`src/uart_baud_divisor_encoder_macros.svh`:
```
// Assertion macros of the baud divisor encoder RTL, used by its queue.
// Included by files that carry concurrent checks; depends on clk and rst_n in scope.
`ifndef UART_BAUD_DIVISOR_ENCODER_MACROS_SVH
`define UART_BAUD_DIVISOR_ENCODER_MACROS_SVH

`ifndef SYNTH

// Checks that a condition holds at every clock edge outside reset.
`define UBDE_ASSERT(lbl, prop, msg) \
    lbl: assert property (@(posedge clk) disable iff (!rst_n) (prop)) else $error(msg);

// Checks that a condition holds in the cycle after a trigger.
`define UBDE_ASSERT_NEXT(lbl, ante, cons, msg) \
    lbl: assert property (@(posedge clk) disable iff (!rst_n) (ante) |=> (cons)) \
        else $error(msg);

`else

`define UBDE_ASSERT(lbl, prop, msg)
`define UBDE_ASSERT_NEXT(lbl, ante, cons, msg)

`endif

`endif

```
`src/ubde_fifo.sv`:
```
// Small register queue used between the front and back parts and at the output.
// Depends on uart_baud_divisor_encoder_macros.svh for its checks.
`include "uart_baud_divisor_encoder_macros.svh"

module ubde_fifo #(
    parameter int W     = 8,
    parameter int DEPTH = 4
) (
    input  logic         clk,
    input  logic         rst_n,
    input  logic         push,
    input  logic [W-1:0] wdata,
    input  logic         pop,
    output logic [W-1:0] rdata,
    output logic         empty,
    output logic         full
);

    localparam int AW = (DEPTH > 1) ? $clog2(DEPTH) : 1;
    localparam int CW = $clog2(DEPTH + 1);

    logic [W-1:0]  mem [DEPTH];
    logic [AW-1:0] wr_ptr_reg, wr_ptr_next;
    logic [AW-1:0] rd_ptr_reg, rd_ptr_next;
    logic [CW-1:0] cnt_reg, cnt_next;

    assign empty = (cnt_reg == '0);
    assign full  = (cnt_reg == CW'(DEPTH));
    assign rdata = mem[rd_ptr_reg];

    always_comb
    begin
        wr_ptr_next = wr_ptr_reg;
        rd_ptr_next = rd_ptr_reg;
        cnt_next    = cnt_reg;
        if (push)
        begin
            wr_ptr_next = (wr_ptr_reg == AW'(DEPTH - 1)) ? '0 : wr_ptr_reg + 1'b1;
        end
        if (pop)
        begin
            rd_ptr_next = (rd_ptr_reg == AW'(DEPTH - 1)) ? '0 : rd_ptr_reg + 1'b1;
        end
        if (push && !pop)
        begin
            cnt_next = cnt_reg + 1'b1;
        end
        else if (pop && !push)
        begin
            cnt_next = cnt_reg - 1'b1;
        end
    end

    always_ff @(posedge clk or negedge rst_n)
    begin
        if (!rst_n)
        begin
            wr_ptr_reg <= '0;
            rd_ptr_reg <= '0;
            cnt_reg    <= '0;
        end
        else
        begin
            wr_ptr_reg <= wr_ptr_next;
            rd_ptr_reg <= rd_ptr_next;
            cnt_reg    <= cnt_next;
        end
    end

    always_ff @(posedge clk)
    begin
        if (push)
        begin
            mem[wr_ptr_reg] <= wdata;
        end
    end

    `UBDE_ASSERT(a_no_overflow, !(push && full), "beat pushed into a full queue")
    `UBDE_ASSERT(a_no_underflow, !(pop && empty), "beat popped from an empty queue")
    `UBDE_ASSERT_NEXT(a_push_fills, (push && !pop), (cnt_reg != '0), "queue empty after a push")

endmodule

```
`config.mk`:
```
export PLATFORM = sky130hd
export DESIGN_NAME = ubde_fifo
export DESIGN_NICKNAME = d
export VERILOG_FILES = /design/src/ubde_fifo.sv
export VERILOG_INCLUDE_DIRS = /design/src /design/src/src
export SDC_FILE = /design/constraint.sdc
export NUM_CORES = 1
export LEC_CHECK = 0
export ABC_CLOCK_PERIOD_IN_PS = 1600
export BUFFER_PORTS_ARGS = -buffer_cell sky130_fd_sc_hd__buf_2
export CAP_MARGIN = 0
export CORE_UTILIZATION = 35
export CTS_BUF_LIST = sky130_fd_sc_hd__clkbuf_4
export DETAILED_ROUTE_END_ITERATION = 6
export GPL_ROUTABILITY_DRIVEN = 0
export PLACE_DENSITY = 0.59
export REMOVE_ABC_BUFFERS = 1
export SYNTH_ARGS = -nofsm -noshare
export SYNTH_HDL_FRONTEND = slang
export SYNTH_SLANG_ARGS = --single-unit
```
`constraint.sdc`:
```
create_clock -name clk -period 1.6 [get_ports clk]
set_input_delay 0.32 -clock clk [delete_from_list [all_inputs] [get_ports clk]]
set_output_delay 0.32 -clock clk [all_outputs]
set_load 0.01 [all_outputs]
```
### Word level (Yosys, flattened, before mapping)

Memory sizes are Yosys's and may differ from the RTL's.
Cells that the tools add are included.

* memories kept: 1
* register bits after elaboration: 7
* bits of input ports: 12
* bits in writable memories: 32
* output and inout bits: 10

Memories
* mem: words 4, bits a word 8, read ports 1, clocked after Yosys merged registers in 0, write ports 1, RTL line ubde_fifo.sv:22 `logic [W-1:0] mem [DEPTH];`

* muxes and demuxes: 6
* add/subtract/negate cells: 4
* equal/unequal tests: 3
* reductions and logical operators: 6

Operator list (number)
* 3-bit two-way mux: 2
* 2-bit by 1-bit adder with 2-bit output, second input constant: 2
* 2-bit equality test, second input constant: 2
* 2-bit two-way mux: 2
* 3-bit by 1-bit adder with 3-bit output, second input constant: 1
* 3-bit equality test, second input constant: 1
* 3-bit logical NOT: 1
* 3-bit by 1-bit subtractor with 3-bit output, second input constant: 1
* 1-bit logical AND: 2
* 1-bit logical NOT: 2
* 1-bit two-way mux: 2
* 2-bit nonzero test: 1

### Logic depth before layout (Yosys ltp)

Gate-level depths: netlist of run 1.

* depth after elaboration: 4
* mapped depth: 7
* gate-level depth less buffers: 7

### Least setup slack after synthesis of run 1

Ideal clock, no wire load.

* kind: input to register
* start: input pop
* end: register cnt_reg[2]
* library setup time: 0.079 ns
* stages: 7
* arrival time: 1.306 ns
* setup slack: 0.215 ns
* required time: 1.521 ns
* cells stage by stage: inv_1 > ha_1 > inv_1 > fa_1 > xor2_1 > nor2_1 > xor2_1

* longest elaborated chain between the ends: 3
* elaborated cells on any way between the ends: 5
* those cells by class: mux: 1; reduce/logical: 4

RTL lines
* start, declared: RTL line ubde_fifo.sv:13 `input logic pop,`
* 1-bit logical NOT: RTL line ubde_fifo.sv:44 `if (push && !pop)`
* 1-bit logical AND: RTL line ubde_fifo.sv:44
* 3-bit two-way mux / 2-bit nonzero test (equally long branches)
* end signal, assigned: RTL line ubde_fifo.sv:66 `cnt_reg <= cnt_next;`
* end, declared: RTL line ubde_fifo.sv:25 `logic [CW-1:0] cnt_reg, cnt_next;`

Parallel ways exist; a longest one is shown, timed or not.
A chain may end at the register's enable or synchronous reset.

### Worst setup path in the final report of run 1

* start: register rd_ptr_reg[0]
* end: output rdata[7]

* longest elaborated chain between the ends: 1

RTL lines
* start, declared: RTL line ubde_fifo.sv:24 `logic [AW-1:0] rd_ptr_reg, rd_ptr_next;`
* start signal, assigned: RTL line ubde_fifo.sv:65 `rd_ptr_reg <= rd_ptr_next;`
* memory 4 x 8 bit
* end, declared: RTL line ubde_fifo.sv:14 `output logic [W-1:0] rdata,`

Every way passes these cells.

==> out/results.txt, run 1 <==
The flow ran to the end, but the final reports show violations. The final reports fail on negative setup slack. Among all flip-flop cells after synthesis, the most frequent one is sky130_fd_sc_hd__edfxtp_1. The tool flagged a number of max-cap violations equal to 0. For this run, the number of Yosys warnings is 0.

The worst path setup slack after routing came out at -0.2583 ns. The total count of hold-check failures in the final report is 0. TritonCTS built the clock tree. The clock skew was 0.01065 ns; the final critical path time including I/O delays and setup was 1.858 ns. The worst pin sits at a relative slew slack of 70.49%. Summed over all nets, the switching power comes to 910.1 uW. In this run the count of I/O pins placed on the die edge is 22. The detail route stage leaves a number of antenna-violating nets equal to 0. The HPWL after detailed placement is 1.798 mm.

The worst path required time was 1.28 ns; the flip-flop count of the largest register, all copies and words added was 32. The sort of element at the start of the critical path was a flip-flop. Summing all flip-flop and latch instances after layout gives 1136 um^2.

The switching fraction of total power is 30.36%. Number of cells after detailed placement: 159. Most area-hungry cell type in the Yosys netlist: sky130_fd_sc_hd__edfxtp_1.

Cell internal power was estimated by the tool at 2088 uW. The width of the die was 68.98 um; the net count reported at finish was 136. The clock tree synthesis step divided the H-tree into 2 levels.

Using the TritonRoute via totals, the vias-per-cell ratio works out to 4.673. Setup repair after global routing could not meet its margin everywhere. The flip-flop and latch count after synthesis came out at 39.

The initialized floorplan defines 23 standard-cell rows. The cell area after synthesis was 1570 um^2; the proportion of layout cells with a drive suffix above 1 was 43.22%. The tools report the cell area after layout as 1872 um^2. The region available for standard cell placement spans 4144 um^2.

The final clock period utilization by the worst path came out at 116.1%. The later-pin clock latency in the skew report is 0.34 ns. Counting along the longest clock path gives a buffer depth of 2. The detailed router finished its first iteration with 49 violations. The total iterations of the first detailed-routing run was 4.

Of the synthesized area, sequential elements account for 72.35%. The actual slew at the worst max-slew pin is 0.4426 ns, and the number of enable flip-flop cells after synthesis is 32. In this run the cell area measured after placement is 1804 um^2.

The setup fix buffers added after clock tree synthesis is 0, and the number of I/O port buffers is 21. The number of cells in the finished layout apart from fillers is 168, and the post-synthesis cell count is 79. The tools report the capturing element type of the critical path as an output pin.

The number of gates resized after CTS was 0. Fill cells in the final layout number 368. The kind of critical path is flip-flop to output pin. The initial utilization of the core area, before any placement, comes to 37.89%.

Based on the critical path, the design can be clocked at up to 538.1 MHz. The run gives 0 as the initial antenna violation count. The logs give 0 for the final-report max-slew violation count and 39 for the number of clock sinks seen by CTS. Total via count after detailed routing: 785. The tools report the static power due to leakage as 0.0007288 uW. The logs give 18 for the count of different cell masters after synthesis and 17.1% for the fraction of power consumed by the clock network. Cells fill 45.17% of the core in the end. The async set or reset register ratio after synthesis was 17.95%. The global-route wire length before repair was 3.905 mm. Entering global routing, the biggest net connects 12 pins. The repair_antennas step left the layout with diodes totalling 0.

From bottom edge to top edge, the die measures 68.98 um. Sorting the synthesized cells by how often they occur yields sky130_fd_sc_hd__edfxtp_1, sky130_fd_sc_hd__mux4_2, sky130_fd_sc_hd__dfrtp_1. The share of total power in combinational logic came out at 33.2%.

After clock tree synthesis, the clock-pin slew on the worst setup and hold paths is 0.11 ns. The die covers 4758 um^2. Compared with the post-synthesis result, the final layout area differs by 19.20%. The tools report the worst hold margin as 0.1814 ns.

Post-synthesis area per instance: 19.88 um^2. Summed over all layers, the routed wires come to 2.517 mm. The aggregate global-route resource usage was 12.71%.

Yosys attributes the largest share of cell area to sky130_fd_sc_hd__edfxtp_1, sky130_fd_sc_hd__mux4_2, sky130_fd_sc_hd__dfrtp_1, sky130_fd_sc_hd__ha_1, sky130_fd_sc_hd__mux2_2. The share of the synthesized area in the top cell type was 61.20%; the power density normalized to cell area was 1602 nW/um^2. The data arrival time of the worst path was 1.54 ns. The tools report the peak supply drop as 600.5 uV. The min-delay analysis places its worst path in the category primary input to flip-flop.

The final routed wire length divided by cell count works out to 14.98 um. Number of global-route vias before repair: 809. For this run the aggregate overflow at the end of global routing stands at 0.

The tree is rooted in a sky130_fd_sc_hd__clkbuf_4. The post-detailed-route DRC marker count was 0. Of all nets on the critical path, the largest fanout is 5. Counting the buffers created by CTS gives 5.

Most common cell in the netlist: sky130_fd_sc_hd__edfxtp_1. For the sequential group share of total power, the log shows 49.7%. The multi-input combinational cell area came out at 399.1 um^2. The number of failing setup endpoints in the final timing report came out at 8.
stage by stage:
stage / setup WS [ns] / total power (uW) / TNS, ns
after floorplan: 0.07146 / 2091 / 0
after global placement: 0.08326 / 2487 / 0
after detailed placement: -0.01286 / 2534 / -0.01286
after CTS: -0.2915 / 3042 / -2.178
after global routing: -0.3396 / 3202 / -2.658
final: -0.2583 / 2998 / -1.891
logic make-up after synthesis:
group | Yosys count | synth area share (%)
muxes | 11 | 13.63
AOI/OAI and AO/OA | 2 | 0.6375
DFF | 39 | 72.35
adders and majority gates | 7 | 6.056
buffers and inverters | 7 | 2.231
and+or+nand+nor | 10 | 3.426
xor gates and xnor gates | 3 | 1.674
path summary, 6_finish.rpt:
path                                                start                   endpoint  slack (ns)  depth (start not counted)
min in group asynchronous                           rst_n     cnt_reg[2]$_DFFE_PN0P_        0.33                          2
worst min-delay path                             wdata[1]        mem[0][1]$_DFFE_PP_        0.18                          1
worst max register to register     cnt_reg[0]$_DFFE_PN0P_     cnt_reg[2]$_DFFE_PN0P_        0.24                          4
max in group asynchronous                           rst_n  wr_ptr_reg[0]$_DFFE_PN0P_        1.10                          2
worst max-delay path            rd_ptr_reg[0]$_DFFE_PN0P_                   rdata[7]       -0.26                          3
worst min register to register     cnt_reg[2]$_DFFE_PN0P_     cnt_reg[2]$_DFFE_PN0P_        0.53                          1
layout by cell type, fill, tap and decap left out, types with 3 or more instances in the layout:
| cell | count |
|---|---|
| sky130_fd_sc_hd__ha_1 | 6 |
| sky130_fd_sc_hd__clkbuf_4 | 7 |
| sky130_fd_sc_hd__buf_2 | 21 |
| sky130_fd_sc_hd__dfrtp_1 | 7 |
| sky130_fd_sc_hd__and2_1 | 4 |
| sky130_fd_sc_hd__buf_4 | 11 |
| sky130_fd_sc_hd__mux2_2 | 3 |
| sky130_fd_sc_hd__mux4_2 | 8 |
| sky130_fd_sc_hd__edfxtp_1 | 32 |
| sky130_fd_sc_hd__inv_1 | 5 |
area by class of cell:
class,count,share of cell area (%)
clock inverters,1,0.2674
well taps,50,3.342
multi-input cells,33,21.32
clock buffers,7,2.807
repair buffers,33,10.56
flip-flops and latches,39,60.70
inverters,5,1.003
routing by layer:
metal  vias up  share of wire [%]  GRT usage (%)  wire, um
li1        376                  -              -         -
met1       383                 46          15.37      1165
met2        19                 48          19.42      1200
met3         7                3.3          3.454        82
met4         0                2.7          9.184        69
met5         -                  0              0         0
worst max-delay path, cell delays in order (launching register included):
cell and delay, ns:
sky130_fd_sc_hd__dfrtp_1 0.39, sky130_fd_sc_hd__buf_4 0.16, sky130_fd_sc_hd__mux4_2 0.50, sky130_fd_sc_hd__buf_2 0.16
power groups by stage:
stage | registers [uW] | logic [uW] | clock network, uW
2_1_floorplan | 1510 | 582 | 0
3_3_place_gp | 1500 | 988 | 0
3_5_place_dp | 1520 | 1020 | 0
4_1_cts | 1500 | 1020 | 527
5_1_grt | 1530 | 1120 | 552
6_report | 1490 | 995 | 512
what timing repair did:
action	4_1_cts	5_1_grt
setup endpoints to repair	8	8
hold buffers	1	0
endpoints found under the hold margin	7	0
Note: power is estimated with default switching activity, not from simulation.
==> inputs of run 2 (changes only) <==
ABC_CLOCK_PERIOD_IN_PS = 1650   (was 1600)
CORE_MARGIN = 2   (was default)
GPL_TIMING_DRIVEN = 0   (was default)
PLACE_DENSITY = 0.61   (was 0.59)
clock period = 1.65 ns   (was 1.6 ns; I/O delays follow)
==> run 2 against run 1 <==
  * The flow still finishes with violations (negative setup slack)
  * Register-to-register slack about the same
  * Wire length down 4.0%
  * Power fell by 2.3%
  * Critical path depth unchanged
  * Sequential cell count stayed put
  * Critical path type unchanged
  * Largest cell class unchanged
  * Largest power group unchanged
  * Highest routed layer unchanged
==> out/results.txt, run 2 (synthesis gave the netlist of run 1 again) <==
The worst path required time is 1.32 ns (+0.04 ns). In this run the worst hold path is classified as primary input to flip-flop. The slack of the worst reg-to-reg path is 0.23 ns (about the same), and the flip-flop count of the largest register, all copies and words added is 32 (unchanged). The number of cells after detailed placement is 150 (-5.7%), and the worst path setup slack after routing is -0.2099 ns (+0.04845 ns). The peak supply drop is 640.5 uV (+6.7%), and the standard cell core area is 4324 um^2 (+4.3%). Capturing element type of the critical path: an output pin. The worst path uses 112.7% of the clock period. The final reports fail on negative setup slack. The cell row count is 24 (+4.3%). The run gives 0 (unchanged) as the final-report max-slew violation count.

In the layout the commonest cells are sky130_fd_sc_hd__edfxtp_1, sky130_fd_sc_hd__buf_2, sky130_fd_sc_hd__mux4_2. Max-cap violation count: 0 (unchanged). For the post-detailed-route DRC marker count, the log shows 0 (unchanged).

For this design, the slowest cell found on the critical path is sky130_fd_sc_hd__mux4_2. The logs give 0.0006905 uW (-5.3%) for the static power due to leakage and -0.1594 ns (-0.1465 ns) for the worst setup timing slack at the placement stage. Setup repair after global routing could not meet its margin everywhere. The global-route wire length before repair was 4.036 mm (+3.4%); the global route total overflow was 0 (unchanged). The run gives 162 (-3.6%) as the number of cells in the finished layout apart from fillers. The final critical path time including I/O delays and setup works out to 1.860 ns. The critical path is of the flip-flop to output pin type. The biggest cell delay along the critical path is 0.49 ns (about the same), and the total detailed-routing wirelength is 2.416 mm (-4.0%). The run gives 399 (+8.4%) as the number of filler instances in the final layout. The capturing point of the worst reg2reg path is mem[1][5]$_DFFE_PP_. The clock slew seen by the registers of the worst setup and hold paths came out at 0.12 ns (about the same). The number of I/O port buffers is 21 (unchanged).

In this run the most critical hold path is launched from wdata[0]. TritonCTS built the clock tree. The clock skew was 0.01726 ns (+0.006608 ns). The run gives 5038 um^2 (+5.9%) as the overall die area.

The largest buffer count on any clock path came out at 2 (unchanged). The number of clock sinks seen by CTS is 39 (unchanged). The maximum net fanout on the critical path is 5 (unchanged).

Net count reported at finish: 128 (-5.9%). The count of H-tree levels built during CTS came out at 2 (unchanged). The run gives 11.11% (-1.6 points) as the aggregate global-route resource usage. The worst register-to-register path begins at wr_ptr_reg[1]$_DFFE_PN0P_. Clock buffer count from CTS: 5 (unchanged). For this run, the top clock speed supported by timing is 537.7 MHz. The total count of hold-check failures in the final report is 0 (unchanged).

The proportion of layout cells with a drive suffix above 1 is 40.91% (-2.3 points), and the effective utilization at floorplan is 36.31% (-1.6 points). The height of the die was 70.98 um (+2.9%); the initial antenna violation count was 0 (unchanged). The tools report the worst hold endpoint as mem[3][0]$_DFFE_PP_. The run finished, with violations left. Walking the worst path, the cells encountered are buf_4 -> mux4_2 -> buf_2. The tools report the data arrival time of the worst path as 1.53 ns (about the same). The remaining antenna violation count after routing was 0 (unchanged). The logs give 0 (unchanged) for the total inserted antenna cells and 31 (-37%) for the number of DRC markers after the initial detailed-route iteration. The final routed wire length divided by cell count was 14.91 um (-0.46%). Synthesis-to-layout area growth: 17.53%. The library cell used most frequently in the layout, excluding fill and tap cells, is sky130_fd_sc_hd__edfxtp_1. The fraction of the core area covered by cells at the end of the flow was 42.68% (-2.5 points); the power density normalized to cell area was 1587 nW/um^2 (-0.93%).

The run gives 871 (+7.7%) as the number of global-route vias before repair. The worst hold path depth is 1 (unchanged). The detailed placer's ending HPWL came out at 1.678 mm (-6.7%).

The worst setup path is launched from a flip-flop. The via-per-instance ratio came out at 4.667 (-0.13%). The tools report the maximum number of pins on one net before global-route repair as 13 (+1).

The total iterations of the first detailed-routing run is 4 (unchanged). The later-pin clock latency in the skew report is 0.34 ns (about the same). Width of the die: 70.98 um (+2.9%). The total via count after detailed routing is 756 (-3.7%), and the I/O pin count is 22 (unchanged). The library cell used as clock root buffer was sky130_fd_sc_hd__clkbuf_4. The run gives 68.73% (-1.8 points) as the worst-case headroom to the max-slew limit. The actual slew at the worst max-slew pin came out at 0.4690 ns (+0.02638 ns). The worst-case reg-to-reg path depth is 3 (-1).

The run gives 8 (unchanged) as the number of failing setup endpoints in the final timing report.
[run 2: changes by cell type in the layout (fill, tap and decap cells not counted), sizes merged]
cell | previous run | this run
clkbuf | 7 | 6
clkinvlp | 0 | 1
buf | 32 | 24
[run 2: metrics by stage]
stage | hold WS [ns] | cell area, um^2 | total power, uW | setup TNS, ns
6_report | 0.1926 | 1846 | 2929 | -1.570
3_3_place_gp | 0.1689 | 1724 | 2301 | -1.163
2_1_floorplan | 0.03441 | 1554 | 2028 | 0
5_1_grt | 0.1777 | 1846 | 3129 | -2.121
3_5_place_dp | 0.1782 | 1724 | 2346 | -1.158
4_1_cts | 0.1838 | 1833 | 2946 | -1.705
[run 2: final cells by class]
cell class              instances  area, um^2  area share (%)
well taps                      52       65.06           3.525
flip-flops and latches         39        1139           61.69
repair buffers                 25       166.4           9.017
inverters                       5       18.77           1.017
multi-input cells              33       399.1           21.63
clock inverters                 2       12.51          0.6780
clock buffers                   6       45.04           2.441
[run 2: worst max-delay path by stage]
stage	startpoint	to	slack [ns]	cells after the start
after global placement	rd_ptr_reg[0]$_DFFE_PN0P_	rdata[5]	-0.16	2
final	rd_ptr_reg[0]$_DFFE_PN0P_	rdata[4]	-0.21	3
after CTS	rd_ptr_reg[0]$_DFFE_PN0P_	rdata[4]	-0.22	3
after detailed placement	rd_ptr_reg[0]$_DFFE_PN0P_	rdata[5]	-0.16	2
after global routing	rd_ptr_reg[0]$_DFFE_PN0P_	rdata[4]	-0.28	3
after floorplan	rd_ptr_reg[0]$_DFFE_PN0P_	rdata[0]	0.11	1
[run 2: critical path: cells and delay by family, from the launching register on]
family                 cells  cell delay [ns]
multiplexers               1             0.49
buffers and inverters      2             0.31
flip-flops                 1             0.40
[run 2: timing repair]
| action | CTS | global route |
|---|---|---|
| buffers inserted | 3 | 0 |
| hold endpoints to repair | 7 | 0 |
| gates resized for setup | 6 | 2 |
| endpoints found under the setup margin | 8 | 8 |
| hold buffers | 1 | 0 |
[run 2: layer usage]
metal / global-route usage, % / wire length [um] / vias to the layer above / part of all wire [%]
met5: 0 / 0 / - / 0
met4: 5.031 / 37 / 0 / 1.5
met3: 4.131 / 144 / 4 / 6.0
met2: 18.90 / 1227 / 22 / 51
met1: 12.45 / 1007 / 372 / 42
li1: - / - / 358 / -
[run 2: report_power, final]
| group | internal, uW | switching (uW) |
|---|---|---|
| registers | 1300 | 150 |
| clock network | 181 | 294 |
| logic | 563 | 440 |
